$ cat src/hw/rtl/assert_macros.svh
// Assertion macros used by the top-level RTL file, the only one that carries checks
`ifndef ASSERT_MACROS_SVH
`define ASSERT_MACROS_SVH

// Clocked check, ignored while reset is held
`define ASSERT_CLK(lbl, prop, msg) \
    lbl: assert property (@(posedge aclk) disable iff (!aresetn) prop) else $error(msg);

// Clocked check that also holds during reset
`define ASSERT_ALWAYS(lbl, prop, msg) \
    lbl: assert property (@(posedge aclk) prop) else $error(msg);

`endif

$ cat src/hw/rtl/w6j_pkg.sv
// Types and constants for the 6j unit-argument evaluator
`timescale 1ns / 1ps
package w6j_pkg;

    localparam int MOM_W     = 10;
    localparam int FRAC_BITS = 30;
    localparam int ROOT_BITS = FRAC_BITS + 1;      // root bits resolved by the cell row
    localparam int FAC_W     = 23;                 // signed factor width
    localparam int MAG_W     = FAC_W - 1;
    localparam int QF_W      = 12;                 // denominator factor magnitude
    localparam int PAIR_W    = 24;
    localparam int PROD_W    = 2 * PAIR_W;
    localparam int Q_W       = 72;
    localparam int Q4_W      = 70;
    localparam int M_W       = Q4_W + ROOT_BITS;
    localparam int X_W       = Q4_W + 34;
    localparam int VAL_W     = 32;

    typedef enum logic [1:0] {
        ST_OK   = 2'd0,
        ST_RULE = 2'd1,
        ST_BAD  = 2'd2
    } status_t;

    typedef logic signed [FAC_W-1:0] fac_t;

    typedef struct packed {
        status_t status;
        logic    zero;
        logic    neg;
        logic    sat;
    } meta_t;

    typedef struct packed {
        logic                   valid;
        meta_t                  meta;
        logic [3:0][MAG_W-1:0]  nmag;
        logic [5:0][QF_W-1:0]   qmag;
    } front_t;

    typedef struct packed {
        logic                   valid;
        meta_t                  meta;
        logic [X_W-1:0]         x;
        logic [M_W-1:0]         m;
        logic [ROOT_BITS-1:0]   u;
        logic [Q4_W-1:0]        q4;
    } lane_t;

endpackage

$ cat src/hw/rtl/w6j_cell.sv
// One root-digit cell: resolves one result bit against the scaled remainder
`timescale 1ns / 1ps
module w6j_cell import w6j_pkg::*; (
    input  logic  aclk,
    input  logic  aresetn,
    input  logic  adv,
    input  lane_t lane_i,
    output lane_t lane_o
);

    logic [X_W-1:0] trial, diff;
    logic           take;
    lane_t          lane_next, lane_reg;

    always_comb begin
        // trial = Q4 * (4u + 1), remainder kept scaled by 4^-k
        trial     = X_W'({lane_i.m, 2'b00}) + X_W'(lane_i.q4);
        take      = (lane_i.x >= trial);
        diff      = lane_i.x - trial;
        lane_next = lane_i;
        if (take) begin
            lane_next.x = {diff[X_W-3:0], 2'b00};
            lane_next.m = {lane_i.m[M_W-2:0], 1'b0} + M_W'(lane_i.q4);
        end else begin
            lane_next.x = {lane_i.x[X_W-3:0], 2'b00};
            lane_next.m = {lane_i.m[M_W-2:0], 1'b0};
        end
        lane_next.u = {lane_i.u[ROOT_BITS-2:0], take};
    end

    always_ff @(posedge aclk) begin
        if (!aresetn) begin
            lane_reg.valid <= 1'b0;
        end else if (adv) begin
            lane_reg <= lane_next;
        end
    end

    assign lane_o = lane_reg;

endmodule

$ cat config.mk
export PLATFORM = sky130hd
export DESIGN_NAME = w6j_cell
export DESIGN_NICKNAME = d
export VERILOG_FILES = /design/src/hw/rtl/assert_macros.svh /design/src/hw/rtl/w6j_pkg.sv /design/src/hw/rtl/w6j_cell.sv
export SDC_FILE = /design/constraint.sdc
export NUM_CORES = 1
export LEC_CHECK = 0
export BUFFER_PORTS_ARGS = -buffer_cell sky130_fd_sc_hd__buf_2
export CORE_AREA = 5 5 244 246
export DETAILED_ROUTE_END_ITERATION = 8
export DIE_AREA = 0 0 249 251
export PLACE_DENSITY = 0.74
export SETUP_SLACK_MARGIN = 0.15
export SLEW_MARGIN = 20
export SYNTH_ARGS = -nofsm -noshare
export SYNTH_HDL_FRONTEND = slang
export SYNTH_SLANG_ARGS = --single-unit
export TNS_END_PERCENT = 10
$ cat constraint.sdc
create_clock -name aclk -period 11.2 [get_ports aclk]
set_input_delay 0.56 -clock aclk [delete_from_list [all_inputs] [get_ports aclk]]
set_output_delay 0.56 -clock aclk [all_outputs]
set_load 0.01 [all_outputs]
==> results.toml <==
[placed_design]
gp_congestion = 0.972
pre_cts_slack_ps = 3400
dpl_cell_area_um2 = 31400
port_buffers = 623
dp_hpwl_mm = 82.2

[sta]
tightest_slew_ps = 1070
slew_headroom_pct = 28.5
fin_crit_ps = 7340
layout_setup_ws_ps = 3860
slew_viol_final = 0
rsz0062_at_grt = "false"
final_hold_viol_count = 0
tns_ps = 0
timing.fmax_mhz = 136
fin_crit_sh_pct = 65.5
setup-violations-final = 0
skew_ps = 0

[worst_setup_path]
crit_path_start_kind = "input pin"
crit_type = "input pin to flop"
r2r_start = "lane_o[311]"
cp_num_buf_inv = 3
crit_path_max_fanout = 152
crit_chain = "buf_2 > ha_1 > nand4_1 > or3_1 > o31ai_1 > o21bai_2 > a31oi_1 > o21ai_2 > a21oi_1 > o31ai_4 > nand3_1 > xor2_1 > ha_1 > nand4_1 > nor4_1 > a211oi_1 > o21ai_1 > nor2_4 > inv_8 > buf_12 > nor2_1 > a21oi_1"
cp-startpoint = "lane_i[10]"
required_ps = 11580
critPathCaptureType = "flop"
cp-endpoint = "lane_o[140]"
ff2ff_path_depth = 2
cp_top_family = "compound AO/OA/AOI/OAI gates"
timing.rr.end = "lane_o[311]"
cp.depth = 22
arrival_ps = 7720
max_stage_delay_ps = 820
cp_slowest_cell = "o31ai_4"
reg2reg_slack_ps = 10580

[flow_run]
cap_violations = 0

[drt]
detail-route-antenna-nets = 0
avgRoutedWirePerCell_um = 22.0
totalWireLength_mm = 101
drtIter0Drc = 2160
drtPass1Iterations = 6
via_per_inst = 5.95
num_vias = 27200
drc = 0

[final_layout]
multi_input_area_um2 = 17600
seq_area_um2 = 9300
fill_cells = 5287
stdcell_area_um2 = 32800
final_util_pct = 57.4
final_layout_size_suffix_gt1_share_pct = 20.7
final_nets = 4322
largest_register_ffs = 310
syn_to_final_growth_pct = 16.7

[yosys]
postSynthCellCount = 3256
synthArstFlopShare_pct = 0
syn_area_um2 = 28100
synth_seq_cells = 310
synthFlopType = "edfxtp_1"
synth_edf_count = 309
yosysMostFrequentCell = "a21oi_1"
synthTopCellsByArea = "edfxtp_1 (33%), ha_1 (11%), a21oi_1 (8.4%)"
synth_top_area_share_pct = 33.0
avgSynthCellArea_um2 = 8.63
yosys_warnings = 0
ys_types = 88
synthTopCellsByCount = "a21oi_1 (473), nand2_1 (314), edfxtp_1 (309)"
yosysSeqAreaShare_pct = 33.1
yosys.area.top_type = "edfxtp_1"

[floorplan]
num_io_pins = 627
core_um2 = 57100
rows = 88
initial_core_util_pct = 49.2
die_area_um2 = 62500
die_w_um = 249
die_h_um = 251

[clock_network]
cts_setup_buffers = 0
clkTransAtPathRegs_ps = 60
clkSinkCount = 310
cts_buffer_depth = 3
worstSkewPairLatency_ps = 560
cts_hold_buffers = 0
ctsResizeCount = 0
cts_root_buffer = "clkbuf_16"
htree_levels = 2
cts_tree = "yes"
tritoncts.num_buffers = 39

[grt]
grt_max_degree = 153
grt_usage_pct = 30.4
grt_overflow = 0
grt_pass1_vias = 25800
antenna_found_initial = 25
grt_pass1_wl_mm = 151

[min_path]
hp-class = "input pin to flop"

[power]
p_total_mw = 4.77
p_leak_nw = 13.7
powerDensity_nw_per_um2 = 145
vdd_drop_max_mv = 0.140

[outcome]
outcome = "complete, no violations"
[cell type report]
cell class	count	share of cell area (%)
Clock inverter	18	0.733
Tap cell	765	2.92
Antenna cell	18	0.137
Timing Repair Buffer	638	9.90
Clock buffer	50	3.23
Inverter	79	0.928
Sequential cell	310	28.4
Multi-Input combinational cell	2695	53.8
[metrics by stage]
stage	instances	hold slack, ps
6_report	4573	170
4_1_cts	4555	154
5_1_grt	4567	163
3_5_place_dp	4487	530
3_3_place_gp	4487	500
2_1_floorplan	3257	538
[metal layers]
metal	wire length, um	GRT usage [%]
met5	51	0
met3	8330	6.27
met4	3460	9.90
met2	46000	49.2
met1	42900	41.2
[worst reg2reg max path, delay by kind of cell (launching register included)]
family           cells  cell delay, ps
AND/OR/NAND/NOR      1              70
flip-flops           1             310
multiplexers         1             140
[kinds of logic after synthesis]
logic type | Yosys count | share of synthesized area [%]
AND/OR/NAND/NOR | 1033 | 17.9
AO/OA/AOI/OAI | 1128 | 24.9
buffers and inverters | 252 | 4.20
XOR/XNOR | 285 | 8.89
adder cells (fa/ha/maj) | 244 | 10.9
multiplexers | 3 | 0.111
other | 1 | 0.0133
flip-flops | 310 | 33.1
[how the worst min path moves through the flow]
stage	from	end	slack (ps)	cells past startpoint
after floorplan	lane_o[311]	lane_o[311]	540	2
after global placement	lane_o[311]	lane_o[311]	500	2
after detailed placement	lane_o[311]	lane_o[311]	530	2
after CTS	lane_i[76]	lane_o[77]	150	1
after global routing	lane_i[76]	lane_o[77]	160	1
final	lane_i[80]	lane_o[81]	170	1
[layout by cell type, fill, tap and decap left out, types with 8 or more instances in the layout]
| cell type | n |
|---|---|
| diode_2 | 18 |
| o21ai_1 | 15 |
| ha_1 | 241 |
| a211oi_1 | 27 |
| clkbuf_16 | 41 |
| o21bai_1 | 70 |
| a21oi_2 | 11 |
| buf_2 | 623 |
| a31oi_1 | 20 |
| or2_2 | 12 |
| nor3_2 | 20 |
| a31o_2 | 9 |
| and3_1 | 24 |
| a21boi_0 | 15 |
| o31ai_1 | 26 |
| nand4_1 | 114 |
| a21o_1 | 132 |
| a211o_1 | 8 |
| xnor2_1 | 133 |
| edfxtp_1 | 309 |
| nor3_1 | 58 |
| o211ai_1 | 22 |
| o21ai_0 | 189 |
| nand2b_1 | 24 |
| o21a_1 | 32 |
| nand3_1 | 58 |
| nor4_1 | 17 |
| and2_1 | 17 |
| nand2_1 | 314 |
| clkbuf_1 | 9 |
| xor2_1 | 152 |
| nor2b_1 | 18 |
| inv_1 | 78 |
| nor2_1 | 299 |
| buf_4 | 14 |
| or3_1 | 12 |
| a21oi_1 | 473 |
[power breakdown]
part	switching [mW]	leakage, nW	internal (mW)
clock	0.514	0.636	0.787
combinational	1.26	10.2	0.732
sequential	0.0284	2.93	1.44
total	1.80	13.7	2.96
(Power assumes the default switching activity.)
