==> src/hw/rtl/assert_macros.svh <==
// Assertion macros used by the top-level RTL file, the only one that carries checks
`ifndef ASSERT_MACROS_SVH
`define ASSERT_MACROS_SVH

// Clocked check, ignored while reset is held
`define ASSERT_CLK(lbl, prop, msg) \
    lbl: assert property (@(posedge aclk) disable iff (!aresetn) prop) else $error(msg);

// Clocked check that also holds during reset
`define ASSERT_ALWAYS(lbl, prop, msg) \
    lbl: assert property (@(posedge aclk) prop) else $error(msg);

`endif

==> src/hw/rtl/w6j_pkg.sv <==
// Types and constants for the 6j unit-argument evaluator
`timescale 1ns / 1ps
package w6j_pkg;

    localparam int MOM_W     = 10;
    localparam int FRAC_BITS = 30;
    localparam int ROOT_BITS = FRAC_BITS + 1;      // root bits resolved by the cell row
    localparam int FAC_W     = 23;                 // signed factor width
    localparam int MAG_W     = FAC_W - 1;
    localparam int QF_W      = 12;                 // denominator factor magnitude
    localparam int PAIR_W    = 24;
    localparam int PROD_W    = 2 * PAIR_W;
    localparam int Q_W       = 72;
    localparam int Q4_W      = 70;
    localparam int M_W       = Q4_W + ROOT_BITS;
    localparam int X_W       = Q4_W + 34;
    localparam int VAL_W     = 32;

    typedef enum logic [1:0] {
        ST_OK   = 2'd0,
        ST_RULE = 2'd1,
        ST_BAD  = 2'd2
    } status_t;

    typedef logic signed [FAC_W-1:0] fac_t;

    typedef struct packed {
        status_t status;
        logic    zero;
        logic    neg;
        logic    sat;
    } meta_t;

    typedef struct packed {
        logic                   valid;
        meta_t                  meta;
        logic [3:0][MAG_W-1:0]  nmag;
        logic [5:0][QF_W-1:0]   qmag;
    } front_t;

    typedef struct packed {
        logic                   valid;
        meta_t                  meta;
        logic [X_W-1:0]         x;
        logic [M_W-1:0]         m;
        logic [ROOT_BITS-1:0]   u;
        logic [Q4_W-1:0]        q4;
    } lane_t;

endpackage

==> src/hw/rtl/w6j_front.sv <==
// Argument checks, formula selection and factor setup stage
`timescale 1ns / 1ps
module w6j_front import w6j_pkg::*; (
    input  logic             aclk,
    input  logic             aresetn,
    input  logic             adv,
    input  logic             in_valid,
    input  logic [MOM_W-1:0] mom_a,
    input  logic [MOM_W-1:0] mom_b,
    input  logic [MOM_W-1:0] mom_c,
    input  logic [MOM_W-1:0] mom_d,
    input  logic [MOM_W-1:0] mom_f,
    output front_t           front_o
);

    logic signed [12:0] a, b, c, d, f, cd, ab;
    logic signed [23:0] bx, dx, fx, l_val;
    fac_t  nf [4];
    fac_t  df [6];
    logic  par, lneg, tri_fail;
    logic  [3:0] n_zero, n_neg;
    logic  [5:0] d_zero, d_neg;
    front_t front_next, front_reg;

    always_comb begin
        a  = 13'(mom_a);
        b  = 13'(mom_b);
        c  = 13'(mom_c);
        d  = 13'(mom_d);
        f  = 13'(mom_f);
        cd = c - d;
        ab = a - b;
        bx = 24'(b);
        dx = 24'(d);
        fx = 24'(f);
        l_val = bx * (bx + 24'sd1) + dx * (dx + 24'sd1) - fx * (fx + 24'sd1);

        tri_fail = ((a > c) ? (a - c) : (c - a)) > f ||
                   ((b > d) ? (b - d) : (d - b)) > f ||
                   (a + c) < f || (b + d) < f || cd == 13'sd2;

        par  = 1'b0;
        lneg = 1'b0;
        if (cd == 13'sd0) begin
            if (ab == 13'sd0) begin
                nf[0] = FAC_W'(l_val); nf[1] = FAC_W'(l_val);
                nf[2] = FAC_W'(1);     nf[3] = FAC_W'(1);
                df[0] = FAC_W'(b); df[1] = FAC_W'(b+1); df[2] = FAC_W'(2*b+1);
                df[3] = FAC_W'(d); df[4] = FAC_W'(2*d+1); df[5] = FAC_W'(d+1);
                par  = 1'b1;
                lneg = l_val[23];
            end else if (ab == 13'sd1) begin
                nf[0] = FAC_W'(f+d+b+2); nf[1] = FAC_W'(f+b-d+1);
                nf[2] = FAC_W'(b+d-f+1); nf[3] = FAC_W'(f+d-b);
                df[0] = FAC_W'(2*b+1); df[1] = FAC_W'(b+1); df[2] = FAC_W'(2*b+3);
                df[3] = FAC_W'(d); df[4] = FAC_W'(d+1); df[5] = FAC_W'(2*d+1);
            end else begin
                nf[0] = FAC_W'(f+b+d+1); nf[1] = FAC_W'(d+b-f);
                nf[2] = FAC_W'(f+b-d);   nf[3] = FAC_W'(f+d-b+1);
                df[0] = FAC_W'(2*b+1); df[1] = FAC_W'(b); df[2] = FAC_W'(2*b-1);
                df[3] = FAC_W'(d); df[4] = FAC_W'(2*d+1); df[5] = FAC_W'(d+1);
                par = 1'b1;
            end
        end else if (cd == 13'sd1) begin
            if (ab == 13'sd0) begin
                nf[0] = FAC_W'(f+d+b+2); nf[1] = FAC_W'(b+d-f+1);
                nf[2] = FAC_W'(f+d-b+1); nf[3] = FAC_W'(f+b-d);
                df[0] = FAC_W'(b); df[1] = FAC_W'(2*b+1); df[2] = FAC_W'(b+1);
                df[3] = FAC_W'(2*d+1); df[4] = FAC_W'(d+1); df[5] = FAC_W'(2*d+3);
            end else if (ab == 13'sd1) begin
                nf[0] = FAC_W'(f+d+b+3); nf[1] = FAC_W'(f+b+d+2);
                nf[2] = FAC_W'(b+d-f+2); nf[3] = FAC_W'(b+d-f+1);
                df[0] = FAC_W'(2*b+3); df[1] = FAC_W'(b+1); df[2] = FAC_W'(2*b+1);
                df[3] = FAC_W'(2*d+3); df[4] = FAC_W'(d+1); df[5] = FAC_W'(2*d+1);
            end else begin
                nf[0] = FAC_W'(f+b-d);   nf[1] = FAC_W'(f+b-d-1);
                nf[2] = FAC_W'(f+d-b+2); nf[3] = FAC_W'(f+d-b+1);
                df[0] = FAC_W'(2*b+1); df[1] = FAC_W'(b); df[2] = FAC_W'(2*b-1);
                df[3] = FAC_W'(d+1); df[4] = FAC_W'(2*d+1); df[5] = FAC_W'(2*d+3);
            end
        end else begin
            if (ab == 13'sd0) begin
                nf[0] = FAC_W'(f+b+d+1); nf[1] = FAC_W'(f+b-d+1);
                nf[2] = FAC_W'(f+d-b);   nf[3] = FAC_W'(b+d-f);
                df[0] = FAC_W'(b); df[1] = FAC_W'(2*b+1); df[2] = FAC_W'(b+1);
                df[3] = FAC_W'(d); df[4] = FAC_W'(2*d+1); df[5] = FAC_W'(2*d-1);
                par = 1'b1;
            end else if (ab == 13'sd1) begin
                nf[0] = FAC_W'(f+d-b);   nf[1] = FAC_W'(f+d-b-1);
                nf[2] = FAC_W'(f+b-d+2); nf[3] = FAC_W'(f+b-d+1);
                df[0] = FAC_W'(2*b+1); df[1] = FAC_W'(b+1); df[2] = FAC_W'(2*b+3);
                df[3] = FAC_W'(2*d-1); df[4] = FAC_W'(d); df[5] = FAC_W'(2*d+1);
            end else begin
                nf[0] = FAC_W'(f+b+d+1); nf[1] = FAC_W'(f+b+d);
                nf[2] = FAC_W'(b+d-f);   nf[3] = FAC_W'(b+d-1-f);
                df[0] = FAC_W'(2*b+1); df[1] = FAC_W'(b); df[2] = FAC_W'(2*b-1);
                df[3] = FAC_W'(d); df[4] = FAC_W'(2*d-1); df[5] = FAC_W'(2*d+1);
            end
        end

        front_next = '0;
        for (int i = 0; i < 4; i++) begin
            n_zero[i] = (nf[i] == '0);
            n_neg[i]  = nf[i][FAC_W-1];
            front_next.nmag[i] = n_neg[i] ? MAG_W'(-nf[i]) : MAG_W'(nf[i]);
        end
        for (int i = 0; i < 6; i++) begin
            d_zero[i] = (df[i] == '0);
            d_neg[i]  = df[i][FAC_W-1];
            front_next.qmag[i] = d_neg[i] ? QF_W'(-df[i]) : QF_W'(df[i]);
        end

        front_next.valid     = in_valid;
        front_next.meta.sat  = 1'b0;
        front_next.meta.neg  = lneg ^ a[0] ^ c[0] ^ f[0] ^ par;
        front_next.meta.zero = 1'b1;
        if (tri_fail)
            front_next.meta.status = ST_RULE;
        else if (|d_zero)
            front_next.meta.status = ST_BAD;
        else if (|n_zero)
            front_next.meta.status = ST_OK;
        else if ((^n_neg) != (^d_neg))
            front_next.meta.status = ST_BAD;
        else begin
            front_next.meta.status = ST_OK;
            front_next.meta.zero   = 1'b0;
        end
    end

    always_ff @(posedge aclk) begin
        if (!aresetn) begin
            front_reg.valid <= 1'b0;
        end else if (adv) begin
            front_reg <= front_next;
        end
    end

    assign front_o = front_reg;

endmodule

==> config.mk <==
export PLATFORM = sky130hd
export DESIGN_NAME = w6j_front
export DESIGN_NICKNAME = d
export VERILOG_FILES = /design/src/hw/rtl/assert_macros.svh /design/src/hw/rtl/w6j_pkg.sv /design/src/hw/rtl/w6j_front.sv
export SDC_FILE = /design/constraint.sdc
export NUM_CORES = 2
export LEC_CHECK = 0
export BUFFER_PORTS_ARGS = -buffer_cell sky130_fd_sc_hd__buf_4
export CORE_UTILIZATION = 55
export CTS_CLUSTER_DIAMETER = 100
export CTS_CLUSTER_SIZE = 40
export DETAILED_ROUTE_END_ITERATION = 10
export PLACE_DENSITY = 0.83
export SLEW_MARGIN = 20
export SYNTH_ARGS = -nofsm -noshare
export SYNTH_HDL_FRONTEND = slang
export SYNTH_SLANG_ARGS = --single-unit
==> constraint.sdc <==
create_clock -name aclk -period 23 [get_ports aclk]
set_input_delay 4.6 -clock aclk [delete_from_list [all_inputs] [get_ports aclk]]
set_output_delay 4.6 -clock aclk [all_outputs]
set_load 0.03 [all_outputs]
==> key figures <==
GRT
  – Remaining global-route overflow: 0
  – Pin count of the biggest net entering global routing: 86
  – Number of antenna violations at the first check in global routing: 9
  – Global-route wire length before repair: 241000 um
  – Number of global-route vias before repair: 36.9k
  – Total GRT Usage: 46.5%

Timing
  – Sum Neg Setup Slack: 0 ps
  – Pins over their slew limit: 0
  – Slack of the critical path: 6710 ps
  – Number of setup violations in the final report: 0
  – Portion of the clock cycle consumed by the worst path in the final layout: 70.8%
  – Maximum clock rate: 0.0614 GHz
  – Worst Max-Slew Pin Slew: 1300 ps
  – Final Hold Viols: 0
  – Slew Limit Headroom: 12.8%
  – Time the worst path needs with I/O delays and setup: 16290 ps
  – Worst Skew: 0 ps
  – RSZ-0062 raised after global routing: no

Yosys
  – Syn Inst Count: 4693
  – Multiplexer share of the synthesized area: 2.73%
  – Primary flip-flop cell chosen by synthesis mapping: sky130_fd_sc_hd__edfxtp_1
  – Number of enable-type register cells in the synthesized netlist: 163
  – FFs w/ async S/R, synth: 0%
  – Fraction of the mapped netlist area in adder cells: 30.7%
  – Post-synthesis cell type count: 112
  – Area fraction in compound gates after synthesis: 20.3%
  – Ys Warns: 0
  – Cell type with the highest aggregate area in the netlist: sky130_fd_sc_hd__fa_1
  – Flop and latch count out of synthesis: 164
  – Share of the synthesized area in the top cell type: 17.0%
  – Area share of xor/xnor cells in the synthesized design: 7.19%
  – Summed instance area of the synthesized netlist: 38400 um^2
  – Basic-gate share of the synthesized area counting and, or, nand and nor cells: 17.8%
  – Largest family of logic cells by synthesized area: adder cells
  – Sequential cell area fraction in the yosys report: 12.8%
  – Per-instance average area after synthesis: 8.19 um^2
  – Synth top area cells: sky130_fd_sc_hd__fa_1 (17%), sky130_fd_sc_hd__ha_1 (14%), sky130_fd_sc_hd__edfxtp_1 (13%)

Clock network
  – Number of CTS-inserted buffers: 17
  – Cell chosen for the clock root: sky130_fd_sc_hd__clkbuf_16
  – Number of gates resized after cts: 0
  – CTS clk-pin slew, worst paths: 70 ps
  – Hold buffer count at cts: 0
  – CTS tree: yes
  – CTS sink cnt: 164
  – Clock network latency to the later pin of the worst-skew pair: 460 ps
  – H-tree Lvls: 4
  – Buffers inserted by post-CTS timing repair: 0
  – CTS Buffer Depth: 2

Floorplanning
  – Floorplan Core Area: 68800 um^2
  – Width of the die: 266 um
  – Die area: 70900 um^2
  – Initial standard-cell utilization of the core: 55.8%
  – Vertical die dimension: 266 um
  – Count of pins on the block boundary: 220
  – Placement row count: 96

Drt
  – DRT iter0 DRCs: 5353
  – Aggregate routed wire length: 168000 um
  – DR vias: 38.4k
  – DR vias/cell: 6.69
  – Number of design rule violations left after detail routing: 0
  – Detailed-route wire length per cell: 29.2 um
  – Number of routed nets with antenna violations: 0
  – Drt first pass iters: 7

Worst setup path
  – CP max stage cell: sky130_fd_sc_hd__xnor2_1
  – Startpoint types: primary input
  – Maximum fanout count along the critical path: 18
  – Setup crit end kind: flop
  – Worst path max stage delay: 880 ps
  – Classification of the worst setup path: in2reg
  – Arrival time of data at the critical path endpoint: 16500 ps
  – Data required time at the worst endpoint: 23200 ps
  – Cell repeated most along the worst path: sky130_fd_sc_hd__fa_1

Layout
  – Max FFs per register: 164
  – Number of inserted filler cells in the final layout: 6145
  – Number of nets in the layout: 5595
  – Post-synthesis to final-layout area growth: 8.58%
  – Proportion of layout cells with a drive suffix above 1: 9.40%

Flow run
  – # Max-Cap Violations: 0

Placed design
  – Number of buffer cells added on primary ports: 217
  – RePlAce Congestion: 1.08
  – Setup Slack @ Placement: 6690 ps
  – DP Wirelength: 131000 um

Min path
  – Worst hold-check path type: reg2reg

Outcome
  – Status: completed
cell usage after synthesis (11+ instances only):
| cell | number |
|---|---|
| sky130_fd_sc_hd__nor4_1 | 43 |
| sky130_fd_sc_hd__o2111ai_1 | 16 |
| sky130_fd_sc_hd__ha_1 | 419 |
| sky130_fd_sc_hd__a31oi_1 | 38 |
| sky130_fd_sc_hd__and2_1 | 43 |
| sky130_fd_sc_hd__a2111oi_0 | 18 |
| sky130_fd_sc_hd__o221ai_1 | 15 |
| sky130_fd_sc_hd__mux2i_1 | 55 |
| sky130_fd_sc_hd__o22ai_1 | 24 |
| sky130_fd_sc_hd__or2_2 | 16 |
| sky130_fd_sc_hd__mux4_2 | 12 |
| sky130_fd_sc_hd__mux2_2 | 19 |
| sky130_fd_sc_hd__inv_1 | 610 |
| sky130_fd_sc_hd__a211o_1 | 30 |
| sky130_fd_sc_hd__or3_1 | 40 |
| sky130_fd_sc_hd__or4_1 | 14 |
| sky130_fd_sc_hd__a21boi_0 | 15 |
| sky130_fd_sc_hd__clkbuf_1 | 166 |
| sky130_fd_sc_hd__edfxtp_1 | 163 |
| sky130_fd_sc_hd__xnor2_1 | 238 |
| sky130_fd_sc_hd__nor2_1 | 396 |
| sky130_fd_sc_hd__nor2b_1 | 42 |
| sky130_fd_sc_hd__nand3_1 | 109 |
| sky130_fd_sc_hd__nor3b_1 | 12 |
| sky130_fd_sc_hd__nor3_1 | 107 |
| sky130_fd_sc_hd__a21oi_1 | 284 |
| sky130_fd_sc_hd__o21a_1 | 47 |
| sky130_fd_sc_hd__a221o_1 | 16 |
| sky130_fd_sc_hd__o21bai_1 | 25 |
| sky130_fd_sc_hd__nand2b_1 | 146 |
| sky130_fd_sc_hd__and3_1 | 34 |
| sky130_fd_sc_hd__fa_1 | 327 |
| sky130_fd_sc_hd__buf_1 | 26 |
| sky130_fd_sc_hd__nand4_1 | 27 |
| sky130_fd_sc_hd__a211oi_1 | 83 |
| sky130_fd_sc_hd__a22oi_1 | 18 |
| sky130_fd_sc_hd__o21ai_0 | 230 |
| sky130_fd_sc_hd__xor2_1 | 73 |
| sky130_fd_sc_hd__o22a_1 | 11 |
| sky130_fd_sc_hd__a21o_1 | 58 |
| sky130_fd_sc_hd__nand2_1 | 272 |
| sky130_fd_sc_hd__buf_2 | 42 |
| sky130_fd_sc_hd__o31ai_1 | 27 |
| sky130_fd_sc_hd__a221oi_1 | 11 |
| sky130_fd_sc_hd__o211ai_1 | 60 |
cell usage in the layout (no fill, tap or decap), drive strengths merged, types with 58 or more instances in the layout:
cell,netlist,routed
a211oi,86,86
a21oi,284,284
edfxtp,163,163
nand3,110,110
xor2,73,73
nor3,112,112
nor2,398,398
a21o,58,58
nand2,272,272
buf,72,309
nand2b,146,146
ha,419,419
xnor2,239,239
o211ai,61,61
o21ai,238,238
inv,612,619
fa,327,327
critical path: cells and delay by family:
family | cells | cell delay (ps)
AO/OA/AOI/OAI | 5 | 1080
AND/OR/NAND/NOR | 7 | 2910
XOR/XNOR | 4 | 1480
adder cells (fa/ha/maj) | 9 | 4530
buffers and inverters | 7 | 1840
per-layer routing:
| metal | vias up | share of wire (%) | GRT usage [%] |
|---|---|---|---|
| li1 | 16526 | - | - |
| met1 | 18324 | 37 | 59.5 |
| met2 | 2878 | 41 | 66.9 |
| met3 | 691 | 14 | 14.7 |
| met4 | 2 | 8.1 | 31.2 |
| met5 | - | 0.0072 | 0 |
layout make-up:
class	instances	area (um^2)	share of cell area [%]
well taps	931	1160	2.79
clock inverters	15	183	0.438
clock buffers	17	425	1.02
diodes	5	12.5	0.0300
flip-flops and latches	164	4910	11.8
multi-input cells	3683	30400	72.8
inverters	620	2330	5.58
repair buffers	309	2340	5.61
worst paths after layout:
kind                                                start                         end  slack, ps  depth (start not counted)
worst max-delay path                             mom_d[5]  front_o[162]$_SDFFCE_PP1P_       6710                         32
worst min-delay path            front_o[165]$_SDFFE_PN0P_   front_o[165]$_SDFFE_PN0P_        540                          2
worst max register to register  front_o[165]$_SDFFE_PN0P_   front_o[165]$_SDFFE_PN0P_      22400                          2
worst min register to register  front_o[165]$_SDFFE_PN0P_   front_o[165]$_SDFFE_PN0P_        540                          2
stage by stage:
| step | cell area [um^2] | hold slack, ps | cells | util (%) |
|---|---|---|---|---|
| global placement | 41100 | 501 | 5706 | 59.7 |
| floorplan | 38500 | 640 | 4705 | - |
| detailed placement | 41100 | 528 | 5706 | 59.7 |
| CTS | 41700 | 538 | 5738 | 60.5 |
| global route | 41700 | 592 | 5744 | 60.6 |
| finish | 41700 | 536 | 5744 | 60.6 |
cells by family after synthesis:
| family | after synthesis |
|---|---|
| AND/OR/NAND/NOR | 1362 |
| AO/OA/AOI/OAI | 1162 |
| buffers and inverters | 858 |
| adder cells (fa/ha/maj) | 746 |
| XOR/XNOR | 313 |
| flip-flops | 164 |
| multiplexers | 87 |
| other | 1 |
Power is left out: the tool's default activity adds up to more than one toggle a clock period on the data nets, which glitch-free logic cannot reach.
